--- config.mk ---
export PLATFORM = sky130hd
export DESIGN_NAME = lmws_mul
export DESIGN_NICKNAME = d
export VERILOG_FILES = /design/src/hdl/lmws_pkg.sv /design/src/hdl/lmws_mul.sv
export SDC_FILE = /design/constraint.sdc
export NUM_CORES = 2
export LEC_CHECK = 0
export BUFFER_PORTS_ARGS = -buffer_cell sky130_fd_sc_hd__buf_2
export CORE_AREA = 2 2 216 324
export DETAILED_ROUTE_END_ITERATION = 8
export DIE_AREA = 0 0 218 326
export HOLD_SLACK_MARGIN = 0.15
export PLACE_DENSITY = 0.8
export RECOVER_POWER = 25
export REMOVE_ABC_BUFFERS = 1
export SLEW_MARGIN = 20
export SYNTH_ARGS = -nofsm -noshare
export SYNTH_HDL_FRONTEND = slang
export SYNTH_SLANG_ARGS = --single-unit
--- constraint.sdc ---
create_clock -name clk -period 7.25 [get_ports clk]
set_input_delay 0.3625 -clock clk [delete_from_list [all_inputs] [get_ports clk]]
set_output_delay 0.3625 -clock clk [all_outputs]
set_load 0.05 [all_outputs]
--- src/hdl/lmws_pkg.sv ---
`default_nettype none
package lmws_pkg;

  localparam int COORD_BITS = 32;
  localparam int XW         = ((COORD_BITS > 32) ? COORD_BITS : 32) + 4;

  localparam int SIDE_W  = 20;
  localparam int RANGE_W = 20;
  localparam int RATIO_W = 10;
  localparam int CFG_W   = 20;
  localparam int THR_W   = 22;
  localparam int T2_W    = 24;
  localparam int MOV_W   = 26;
  localparam int U_W     = 28;
  localparam int MUL_W   = 30;
  localparam int PROD_W  = 2 * MUL_W;

  localparam logic [1:0] REG_CUBE_SIDE    = 2'd0;
  localparam logic [1:0] REG_DETECT_RANGE = 2'd1;
  localparam logic [1:0] REG_MOVE_RATIO   = 2'd2;

  localparam logic [SIDE_W-1:0]  CUBE_SIDE_RST    = 20'd51200;
  localparam logic [RANGE_W-1:0] DETECT_RANGE_RST = 20'd76800;
  localparam logic [RATIO_W-1:0] MOVE_RATIO_RST   = 10'd384;

  // floor(x/20) by reciprocal on a biased, non-negative operand
  localparam logic [U_W-1:0]   RECIP_20 = 28'd214748364;
  localparam logic [U_W-1:0]   U_BIAS   = 28'd167772160;
  localparam logic [MOV_W-1:0] T1_BIAS  = 26'd8388608;

  typedef logic signed [COORD_BITS-1:0] coord_t;
  typedef logic signed [XW-1:0]         wide_t;

  function automatic coord_t sat_coord(input wide_t v);
    wide_t hi;
    wide_t lo;
    hi = {{(XW - COORD_BITS + 1){1'b0}}, {(COORD_BITS - 1){1'b1}}};
    lo = ~hi;
    if (v > hi) begin
      return hi[COORD_BITS-1:0];
    end else if (v < lo) begin
      return lo[COORD_BITS-1:0];
    end
    return v[COORD_BITS-1:0];
  endfunction

  // low 32 bits of the sign-extended coordinate
  function automatic logic [31:0] coord_lsw(input coord_t c);
    wide_t w;
    w = {{(XW - COORD_BITS){c[COORD_BITS-1]}}, c};
    return w[31:0];
  endfunction

endpackage
`default_nettype wire

--- src/hdl/lmws_mul.sv ---
`default_nettype none
module lmws_mul
  import lmws_pkg::*;
(
  input  wire logic                     clk,
  input  wire logic signed [MUL_W-1:0]  op_a,
  input  wire logic signed [MUL_W-1:0]  op_b,
  output logic signed [PROD_W-1:0]      prod
);

  logic signed [PROD_W-1:0] prod_r;

  always_ff @(posedge clk) begin
    prod_r <= op_a * op_b;
  end

  assign prod = prod_r;

endmodule
`default_nettype wire
==> summary.txt <==
Run status
  • Status: finished, final reports clean

CTS
  • Root buf cell: clkbuf_16
  • Clk pin slew, worst setup/hold paths: 60 ps
  • CTS Buf Count: 9
  • CTS max path bufs: 2
  • Hold_buf cts: 0
  • H-tree levels: 3
  • CTS sink cnt: 60
  • TritonCTS clock tree: built

Finish
  • Most frequent cells in the layout: 973 x inv_1, 935 x fa_1, 495 x nand2_1
  • Antenna cell count: 0
  • Final net count: 5153
  • Multi-input gate area: 28500 µm²
  • Fill count: 5727
  • Sequential cell area: 1200 µm²
  • Area added between synthesis and finish: 13.9%
  • Most common cell after layout, fill and taps aside: inv_1
  • Max FFs per register: 60
  • Util after Layout: 0.564
  • Layout cell share with drive strength beyond 1: 0.143
  • Final non-filler cell total: 4865

Synthesis
  • Syn Area/Cell: 9.29 µm²
  • Async set-or-reset flop fraction in the synthesized netlist: 0
  • Synth Flop Type: dfxtp_1
  • Register bit total from synthesis: 60
  • Post-synthesis sequential area ratio: 0.0354
  • Post-synth cell types: 66
  • Synth Warn #: 0
  • EDFF count, synth: 0
  • Synth area leader: fa_1
  • Synth area leaders: fa_1 57%, inv_1 11%, and2_1 7.6%
  • Cells after synthesis: 3647
  • Synth top area share: 0.566
  • Syn Std Cell Area: 33900 µm²

Placed design
  • GP Congestion: 0.950
  • Hpwl dp: 83400 µm
  • Placed Instances: 4843
  • Port buffer count: 120

Drt
  • Residual DRC: 0
  • Vias: 26000
  • Post-Route WL: 95400 µm
  • Initial DRC Count: 1482
  • WL per Instance: 19.6 µm
  • Drt first pass iters: 6
  • Via density per instance: 5.34
  • Detail Route Antenna Nets: 0

GRT
  • GRT Util Overall: 0.276
  • Largest net degree at the start of global routing: 30
  • Initial antenna violation count: 1
  • Vias in the first global route: 29600
  • Grt ovf: 0
  • First-pass GRT wire length: 150000 µm

Floorplan
  • Std cell rows: 118
  • Die width: 218 µm
  • Ports: 121
  • Die H: 326 µm
  • Initial core utilization: 0.495
  • Core Box Area: 68500 µm²
  • Die area: 71100 µm²

STA
  • Slew Limit Headroom: 0.566
  • Max Freq: 140 MHz
  • Minimum clock period: 7150 ps
  • Final Hold Viols: 0
  • Crit share post-route: 0.987
  • Max Slew Vio Count: 0
  • Final setup viols: 0
  • Worst slew pin tran: 654 ps

Worst setup path
  • CP Capture Type: flop
  • WP data arrival: 7350 ps
  • Critical setup path kind: in2reg
  • Startpoint types: primary input
  • CP required: 7450 ps
  • Critical path fanouts, max: 12

Hold path
  • Hold Crit Class: in2reg

Flow run
  • Max Cap Viol: 0
-- metrics by stage --
stage	setup TNS (ps)	instance area (µm²)	setup slack, ps	hold WS [ps]
detailed placement	-4690	37900	-393	831
global route	-161	38600	-107	663
floorplan	0	33200	64.8	484
global placement	-2170	37900	-238	832
finish	0	38600	97.6	663
CTS	0	38200	14.4	639
-- worst max-delay path: stages --
cell and delay [ps]:
buf_4 160, buf_12 150, buf_12 140, and2_1 170
fa_1 480, fa_1 520, fa_2 660, fa_2 500
fa_2 610, fa_2 450, fa_1 500, inv_1 60
fa_1 490, inv_1 50, ha_2 180, a21o_1 170
a21o_1 180, a221oi_2 290, o21bai_1 160, a31oi_2 210
a2bb2oi_2 250, o311ai_4 150, a2111oi_2 370, a311oi_1 80
-- worst paths after layout --
path,from,to,depth (start not counted)
max,op_a[10],prod[59],24
min,op_b[0],prod[0],3
-- per-layer routing --
| layer | vias to the layer above | part of all wire | GRT usage |
|---|---|---|---|
| met3 | 531 | 0.050 | 0.0358 |
| met4 | 0 | 0.11 | 0.245 |
| li1 | 10900 | - | - |
| met2 | 1163 | 0.55 | 0.509 |
| met1 | 13400 | 0.29 | 0.264 |
| met5 | - | 0 | 0 |
-- kinds of logic after synthesis --
kind of cell / share of synthesized area
mux: 0.000295
xor+xnor: 0.0165
flops: 0.0354
compound gates: 0.0379
buf+inv: 0.130
simple gates: 0.150
fa+ha+maj: 0.630
-- final cells by class --
type | count | area share
clock buffer | 9 | 0.00583
clock inverter | 7 | 0.00194
inverter | 976 | 0.0949
multi-input combinational | 2418 | 0.739
sequential | 60 | 0.0311
tap | 900 | 0.0292
timing repair buffer | 495 | 0.0978
-- cells in the mapped netlist (5+ instances only) --
master,count
inv_1,976
fa_1,958
nand2_1,497
and2_1,412
clkbuf_1,186
ha_1,174
dfxtp_1,60
a21oi_1,59
nor2_1,57
xnor2_1,38
o21ai_0,28
xor2_1,26
a21o_1,19
nor3_1,14
o211ai_1,13
nand3_1,11
o21bai_1,11
nand4_1,10
nand2b_1,9
a31oi_1,7
nor2b_1,7
o21a_1,5
-- what timing repair did --
action	4_1_cts	5_1_grt
setup endpoints to repair	4	22
gates cloned	0	2
resized for setup	5	120
pin swaps	0	49
setup buffers	0	4
Power is left out: the tool's default activity adds up to more than one toggle a clock period on the data nets, which glitch-free logic cannot reach.
